`src/jtfk_pkg.sv`:
```
package jtfk_pkg;

   localparam int MAX_JOINTS = 32;
   localparam int IDX_W      = (MAX_JOINTS > 1) ? $clog2(MAX_JOINTS) : 1;
   localparam int ACC_W      = 56;
   localparam int OPB_W      = 36;
   localparam int NUM_STEPS  = 35;
   localparam int STEP_W     = $clog2(NUM_STEPS);

   localparam logic signed [15:0] Q_ONE = 16'sd16384;

   typedef enum logic {
      ACT_ROOT  = 1'b0,
      ACT_JOINT = 1'b1
   } action_type;

   typedef struct packed {
      logic               action;
      logic [4:0]         joint_index;
      logic [4:0]         parent_index;
      logic               has_parent;
      logic signed [15:0] quat_w;
      logic signed [15:0] quat_x;
      logic signed [15:0] quat_y;
      logic signed [15:0] quat_z;
      logic signed [31:0] vec_x;
      logic signed [31:0] vec_y;
      logic signed [31:0] vec_z;
   } req_word_type;

   typedef struct packed {
      logic [4:0]         out_joint;
      logic signed [15:0] abs_w;
      logic signed [15:0] abs_x;
      logic signed [15:0] abs_y;
      logic signed [15:0] abs_z;
      logic signed [31:0] pos_x;
      logic signed [31:0] pos_y;
      logic signed [31:0] pos_z;
      logic               saturated;
   } rsp_word_type;

   typedef enum logic [1:0] {
      ST_IDLE,
      ST_LOAD,
      ST_RUN,
      ST_COMMIT
   } state_type;

   typedef enum logic [3:0] {
      SA_P0, SA_P1, SA_P2, SA_P3,
      SA_A0, SA_A1, SA_A2, SA_A3,
      SA_ONE
   } asel_type;

   typedef enum logic [3:0] {
      SB_Q0, SB_Q1, SB_Q2, SB_Q3,
      SB_V0, SB_V1, SB_V2,
      SB_U0, SB_U1, SB_U2
   } bsel_type;

   typedef enum logic [3:0] {
      WB_NONE,
      WB_A0, WB_A1, WB_A2, WB_A3,
      WB_U0, WB_U1, WB_U2,
      WB_P0, WB_P1, WB_P2
   } wb_type;

   // wb stores the accumulator as it stands before this step updates it
   typedef struct packed {
      logic     mac;
      logic     first;
      logic     neg;
      logic     dbl;
      asel_type a_sel;
      bsel_type b_sel;
      wb_type   wb;
   } uop_type;

   typedef struct packed {
      logic              accept;
      logic              load;
      logic              step_en;
      logic [STEP_W-1:0] step;
      logic              commit;
   } cmd_type;

   typedef struct packed {
      logic start_joint;
      logic rsp_valid;
      logic rsp_ready;
   } sts_type;

   function automatic uop_type mk(asel_type a, bsel_type b, logic neg, logic dbl,
                                  logic first, wb_type wb);
      uop_type u;
      u.mac   = 1'b1;
      u.first = first;
      u.neg   = neg;
      u.dbl   = dbl;
      u.a_sel = a;
      u.b_sel = b;
      u.wb    = wb;
      return u;
   endfunction

   // Quaternion product, then u = a x v, then r = v*2^14 + 2*(a x u + w*u)
   function automatic uop_type uop_at(logic [STEP_W-1:0] s);
      uop_type u;
      u = '{mac: 1'b0, first: 1'b0, neg: 1'b0, dbl: 1'b0,
            a_sel: SA_ONE, b_sel: SB_Q0, wb: WB_NONE};
      case (s)
         STEP_W'(0):  u = mk(SA_P0, SB_Q0, 1'b0, 1'b0, 1'b1, WB_NONE);
         STEP_W'(1):  u = mk(SA_P1, SB_Q1, 1'b1, 1'b0, 1'b0, WB_NONE);
         STEP_W'(2):  u = mk(SA_P2, SB_Q2, 1'b1, 1'b0, 1'b0, WB_NONE);
         STEP_W'(3):  u = mk(SA_P3, SB_Q3, 1'b1, 1'b0, 1'b0, WB_NONE);
         STEP_W'(4):  u = mk(SA_P0, SB_Q1, 1'b0, 1'b0, 1'b1, WB_A0);
         STEP_W'(5):  u = mk(SA_P1, SB_Q0, 1'b0, 1'b0, 1'b0, WB_NONE);
         STEP_W'(6):  u = mk(SA_P2, SB_Q3, 1'b0, 1'b0, 1'b0, WB_NONE);
         STEP_W'(7):  u = mk(SA_P3, SB_Q2, 1'b1, 1'b0, 1'b0, WB_NONE);
         STEP_W'(8):  u = mk(SA_P0, SB_Q2, 1'b0, 1'b0, 1'b1, WB_A1);
         STEP_W'(9):  u = mk(SA_P2, SB_Q0, 1'b0, 1'b0, 1'b0, WB_NONE);
         STEP_W'(10): u = mk(SA_P3, SB_Q1, 1'b0, 1'b0, 1'b0, WB_NONE);
         STEP_W'(11): u = mk(SA_P1, SB_Q3, 1'b1, 1'b0, 1'b0, WB_NONE);
         STEP_W'(12): u = mk(SA_P0, SB_Q3, 1'b0, 1'b0, 1'b1, WB_A2);
         STEP_W'(13): u = mk(SA_P3, SB_Q0, 1'b0, 1'b0, 1'b0, WB_NONE);
         STEP_W'(14): u = mk(SA_P1, SB_Q2, 1'b0, 1'b0, 1'b0, WB_NONE);
         STEP_W'(15): u = mk(SA_P2, SB_Q1, 1'b1, 1'b0, 1'b0, WB_NONE);
         STEP_W'(16): u = mk(SA_A2, SB_V2, 1'b0, 1'b0, 1'b1, WB_A3);
         STEP_W'(17): u = mk(SA_A3, SB_V1, 1'b1, 1'b0, 1'b0, WB_NONE);
         STEP_W'(18): u = mk(SA_A3, SB_V0, 1'b0, 1'b0, 1'b1, WB_U0);
         STEP_W'(19): u = mk(SA_A1, SB_V2, 1'b1, 1'b0, 1'b0, WB_NONE);
         STEP_W'(20): u = mk(SA_A1, SB_V1, 1'b0, 1'b0, 1'b1, WB_U1);
         STEP_W'(21): u = mk(SA_A2, SB_V0, 1'b1, 1'b0, 1'b0, WB_NONE);
         STEP_W'(22): u = mk(SA_ONE, SB_V0, 1'b0, 1'b0, 1'b1, WB_U2);
         STEP_W'(23): u = mk(SA_A2, SB_U2, 1'b0, 1'b1, 1'b0, WB_NONE);
         STEP_W'(24): u = mk(SA_A3, SB_U1, 1'b1, 1'b1, 1'b0, WB_NONE);
         STEP_W'(25): u = mk(SA_A0, SB_U0, 1'b0, 1'b1, 1'b0, WB_NONE);
         STEP_W'(26): u = mk(SA_ONE, SB_V1, 1'b0, 1'b0, 1'b1, WB_P0);
         STEP_W'(27): u = mk(SA_A3, SB_U0, 1'b0, 1'b1, 1'b0, WB_NONE);
         STEP_W'(28): u = mk(SA_A1, SB_U2, 1'b1, 1'b1, 1'b0, WB_NONE);
         STEP_W'(29): u = mk(SA_A0, SB_U1, 1'b0, 1'b1, 1'b0, WB_NONE);
         STEP_W'(30): u = mk(SA_ONE, SB_V2, 1'b0, 1'b0, 1'b1, WB_P1);
         STEP_W'(31): u = mk(SA_A1, SB_U1, 1'b0, 1'b1, 1'b0, WB_NONE);
         STEP_W'(32): u = mk(SA_A2, SB_U0, 1'b1, 1'b1, 1'b0, WB_NONE);
         STEP_W'(33): u = mk(SA_A0, SB_U2, 1'b0, 1'b1, 1'b0, WB_NONE);
         STEP_W'(34): u.wb = WB_P2;
         default:     u.wb = WB_NONE;
      endcase
      return u;
   endfunction

endpackage

```
`src/jtfk_ctrl.sv`:
```
module jtfk_ctrl (
   input  logic              clock,
   input  logic              reset,
   input  logic              req_valid,
   output logic              req_ready,
   input  jtfk_pkg::sts_type sts,
   output jtfk_pkg::cmd_type cmd
);
   import jtfk_pkg::*;

   state_type         state_ff, state_in;
   logic [STEP_W-1:0] step_ff, step_in;
   logic              out_free;

   assign out_free = !sts.rsp_valid || sts.rsp_ready;

   always_comb begin
      state_in = state_ff;
      case (state_ff)
         ST_IDLE:   if (req_valid && sts.start_joint) state_in = ST_LOAD;
         ST_LOAD:   state_in = ST_RUN;
         ST_RUN:    if (step_ff == STEP_W'(NUM_STEPS - 1)) state_in = ST_COMMIT;
         ST_COMMIT: if (out_free) state_in = ST_IDLE;
         default:   state_in = ST_IDLE;
      endcase
   end

   always_comb begin
      req_ready   = 1'b0;
      cmd         = '0;
      cmd.step    = step_ff;
      step_in     = step_ff;
      case (state_ff)
         ST_IDLE: begin
            req_ready  = 1'b1;
            cmd.accept = req_valid;
         end
         ST_LOAD: begin
            cmd.load = 1'b1;
            step_in  = '0;
         end
         ST_RUN: begin
            cmd.step_en = 1'b1;
            step_in     = step_ff + 1'b1;
         end
         ST_COMMIT: cmd.commit = out_free;
         default: ;
      endcase
   end

   always_ff @(posedge clock) begin
      if (reset) begin
         state_ff <= ST_IDLE;
         step_ff  <= '0;
      end else begin
         state_ff <= state_in;
         step_ff  <= step_in;
      end
   end

   a_commit_free: assert property (@(posedge clock) disable iff (reset)
      cmd.commit |-> (!sts.rsp_valid || sts.rsp_ready))
      else $error("result word overwritten while still pending");
   a_commit_idle: assert property (@(posedge clock) disable iff (reset)
      cmd.commit |=> (state_ff == ST_IDLE && req_ready))
      else $error("controller did not return to idle after commit");
   a_run_from_load: assert property (@(posedge clock) disable iff (reset)
      cmd.load |=> (cmd.step_en && step_ff == '0))
      else $error("microcode did not start at step zero");
   a_step_range: assert property (@(posedge clock) disable iff (reset)
      cmd.step_en |-> (step_ff < STEP_W'(NUM_STEPS)))
      else $error("microcode step out of range");
endmodule

```
`config.mk`:
```
export PLATFORM = sky130hd
export DESIGN_NAME = jtfk_ctrl
export DESIGN_NICKNAME = d
export VERILOG_FILES = /design/src/jtfk_pkg.sv /design/src/jtfk_ctrl.sv
export SDC_FILE = /design/constraint.sdc
export NUM_CORES = 1
export LEC_CHECK = 0
export BUFFER_PORTS_ARGS = -buffer_cell sky130_fd_sc_hd__buf_4
export CORE_AREA = 4 4 41 43
export DETAILED_ROUTE_END_ITERATION = 8
export DIE_AREA = 0 0 45 47
export GPL_ROUTABILITY_DRIVEN = 1
export MAX_ROUTING_LAYER = met4
export PLACE_DENSITY = 0.66
export SYNTH_ARGS = -nofsm -noshare
export SYNTH_HDL_FRONTEND = slang
export SYNTH_SLANG_ARGS = --single-unit
```
`constraint.sdc`:
```
create_clock -name clock -period 1.5 [get_ports clock]
set_clock_uncertainty 0.15 [all_clocks]
set_input_delay 0.075 -clock clock [delete_from_list [all_inputs] [get_ports clock]]
set_output_delay 0.075 -clock clock [all_outputs]
set_load 0.01 [all_outputs]
```
==> metrics.md <==
| Metric | Value |
|---|---|
| Status | `complete, no violations` |
| Initial antenna violation count | `0` |
| Grt met2 use | `between 15 and 20%` |
| Post-synth top flop | `dfxtp_1` |
| F_max | `roughly 0.69 GHz` |
| Sequential Area | `between 150 and 200 um2` |
| WHS Endpoint | `state_ff[1]` |
| Nature of the critical path startpoint | `flop` |
| HPWL Detailed | `809 um` |
| R2R setup slack | `0.06 ns` |
| Vias per Instance | `4.76` |
| WS Path Type | `flop to flop` |
| Reg2Reg Capture Point | `step_ff[5]` |
| CP max stage delay | `around 0.36 ns` |
| WP data required | `1.50 ns` |
| Max Cap Viol | `0` |
| Crit. End Element | `flop` |
| Fillers | `127` |
| Clk sink count | `8` |
| Clock root cell | `clkbuf_4` |
| Crit-path leading delay family | `flip-flops` |
| Starting Density | `approximately 39%` |
| Top-area cell type share of the netlist area | `between 30% and 40%` |
| CTS tree | `done` |
| Largest net degree at the start of global routing | `9` |
| Crit-path slowest cell | `dfxtp_4` |
| Final net count | `just over 90` |
| GPL Wtd Cong | `about 0.74` |
| Worst skew pair latency | `~0.26 ns` |
| Core area | `roughly 1300 um2` |
| Reg2reg start | `state_ff[1]` |
| GRT Max-Usage Layer | `met2` |
| Hold Path Class | `input port to flop` |
| First-pass GRT wire length | `approximately 1700 um` |
| Netlist cell types | `21` |
| DIE WIDTH | `between 40 and 50 um` |
| PwrDens | `around 1500 nW/um2` |
| Worst path cell trace | `inv_2 -> ha_4 -> and3_4 -> nand4_1 -> xor2_1 -> nor2_1` |
| Worst rel slew slack | `between 70 and 80%` |
| Clk pin slew, worst setup/hold paths | `about 0.050 ns` |
| EDFF count, synth | `0` |
| CP Launch Point | `state_ff[1]` |
| Post-Place Worst Slack | `0.0502 ns` |
| Post-synthesis cell count | `53` |
| Area of the multi-input gates | `347 um2` |
| Cts bufs inserted | `3` |
| Endpoint arrival time on the critical path | `1.44 ns` |
| Cell accounting for the most synthesized area | `dfxtp_1` |
| Met3 usage | `5.75%` |
| Number of port buffers | `16` |
| Post-CTS setup buffers | `0` |
| Residual DRC count | `0` |
| Clock Path Buffers | `2` |
| Cell count along the critical path | `6` |
| Worst setup margin | `between 0.05 and 0.06 ns` |
| Sequential fraction of the synthesis area | `between 30% and 40%` |
| Worst vdd ir | `720 uV` |
| Hold_sp | `sts[1]` |
| Setup violations, final | `0` |
| TritonRoute pass-1 iters | `1` |
| I/O pin cnt | `17` |
| Final Hold Viols | `0` |
| Grt ovf | `0` |
| Setup repair after global routing missed its margin | `no` |
| Vias after detailed routing | `approximately 430` |
| Die ar. | `about 2100 um2` |
| WP buf/inv | `1` |
| Final worst-path cycle share | `between 90% and 100%` |
| Initial drt markers | `0` |
| Crit Path Max Fanout | `4` |
| Synthesized area | `~510 um2` |
| Most frequent cells in the layout | `buf_4, dfxtp_1, nor2_1, ha_1` |
| Most common cell after layout, fill and taps aside | `buf_4` |
| Setup TNS | `0 ns` |
| Synth Area per Inst | `between 9 and 10 um2` |
| Area growth from synthesis to layout | `43.5%` |
| Vias in the first global route | `around 380` |
| Net count after synthesis | `66` |
| Std cell rows | `13` |
| Gr usage total | `approximately an eighth` |
| Die height | `47 um` |
| Synth warn | `0` |
| Ys async rst share | `0%` |
| H-tree levels | `1` |
| WL/cell | `11.6 um` |
| Final min period | `between 1 and 1.5 ns` |
| N_diodes | `0` |
| Synthesized flop and latch total | `8` |
| Drt total wl | `approximately 1100 um` |
| Post-route ant nets | `0` |
| FF-to-FF path depth | `6` |
| Final Non-Filler Cells | `between 90 and 100` |
| Largest cells by area after synthesis | `dfxtp_1, ha_1, xor2_1, a32oi_4, o41ai_4` |
| Pins over their slew limit | `0` |
| Hold path depth | `4` |
| Tightest Pin Transition | `0.325 ns` |
| Met1 Use GR | `around an eighth` |
| Placed cell count | `slightly below 90` |
| Share of cells above drive strength 1 | `approximately 46%` |
| Leakage | `around 0.31 nW` |
state kept, by name, indices dropped and copies added, names as in the netlist:
signal	flops
step_ff	6
state_ff	2
kinds of logic (layout without fill, tap and decap cells):
family,after synthesis,count (layout),share of synthesized area (%)
buffers and inverters,6,29,4.64
flip-flops,8,8,31.3
adder cells (fa/ha/maj),7,7,17.1
XOR/XNOR,4,4,6.85
AO/OA/AOI/OAI,10,10,22.5
AND/OR/NAND/NOR,18,18,17.6
Yosys cell counts (all sizes together), types with 2 or more instances:
cell type and number:
nand4 2, nand2b 2, nor2 5, nand2 4, a21o 2, ha 7
a21oi 4, nand3 2, xor2 4, inv 5, dfxtp 8
worst min-delay path, delay by kind of cell:
kind	cells	cell delay (ns)
AOI/OAI and AO/OA	2	0.16
buffers and inverters	1	0.10
and+or+nand+nor	1	0.08
worst max-delay path by stage:
stage,endpoint,slack [ns]
detailed placement,step_ff[5],0.05
floorplan,step_ff[5],0.001
global placement,step_ff[5],0.08
global route,step_ff[5],0.002
finish,step_ff[5],0.06
CTS,cmd[7],0.003
report_power, final:
part | internal [mW] | leakage [nW] | total, mW | switching [mW]
Combinational | 0.320 | 0.232 | 0.620 | 0.300
Sequential | 0.255 | 0.0661 | 0.286 | 0.0310
Clock | 0.0917 | 0.0138 | 0.168 | 0.0758
Total | 0.667 | 0.312 | 1.07 | 0.407
area by class of cell:
class                           count  share of cell area (%)
Multi-Input combinational cell     39                    47.2
Sequential cell                     8                    22.8
Tap cell                           15                    2.56
Inverter                            5                    2.56
Clock buffer                        3                    3.07
Timing Repair Buffer               21                    21.8
layer usage:
metal	wire, um	vias up
li1	-	230
met1	460	192
met2	532	9
met3	54	2
met4	12	0
met5	0	-
repair_timing:
action                                  in CTS  in global routing
endpoints found under the setup margin       0                  3
hold buffers                                 1                  0
hold endpoints to repair                     4                  0
gates resized for setup                      0                  3
metrics by stage:
step | total power [mW] | cell area [um2] | hold WS, ns | utilization (%)
final | 1.07 | 734 | 0.0518 | 56.4
after global routing | 1.16 | 734 | 0.0670 | 56.4
after CTS | 1.07 | 727 | 0.0483 | 55.9
after detailed placement | 0.895 | 694 | 0.126 | 53.4
after global placement | 0.893 | 694 | 0.122 | 53.4
after floorplan | 0.730 | 537 | -0.0177 | -
Note: power is estimated with default switching activity, not from simulation.
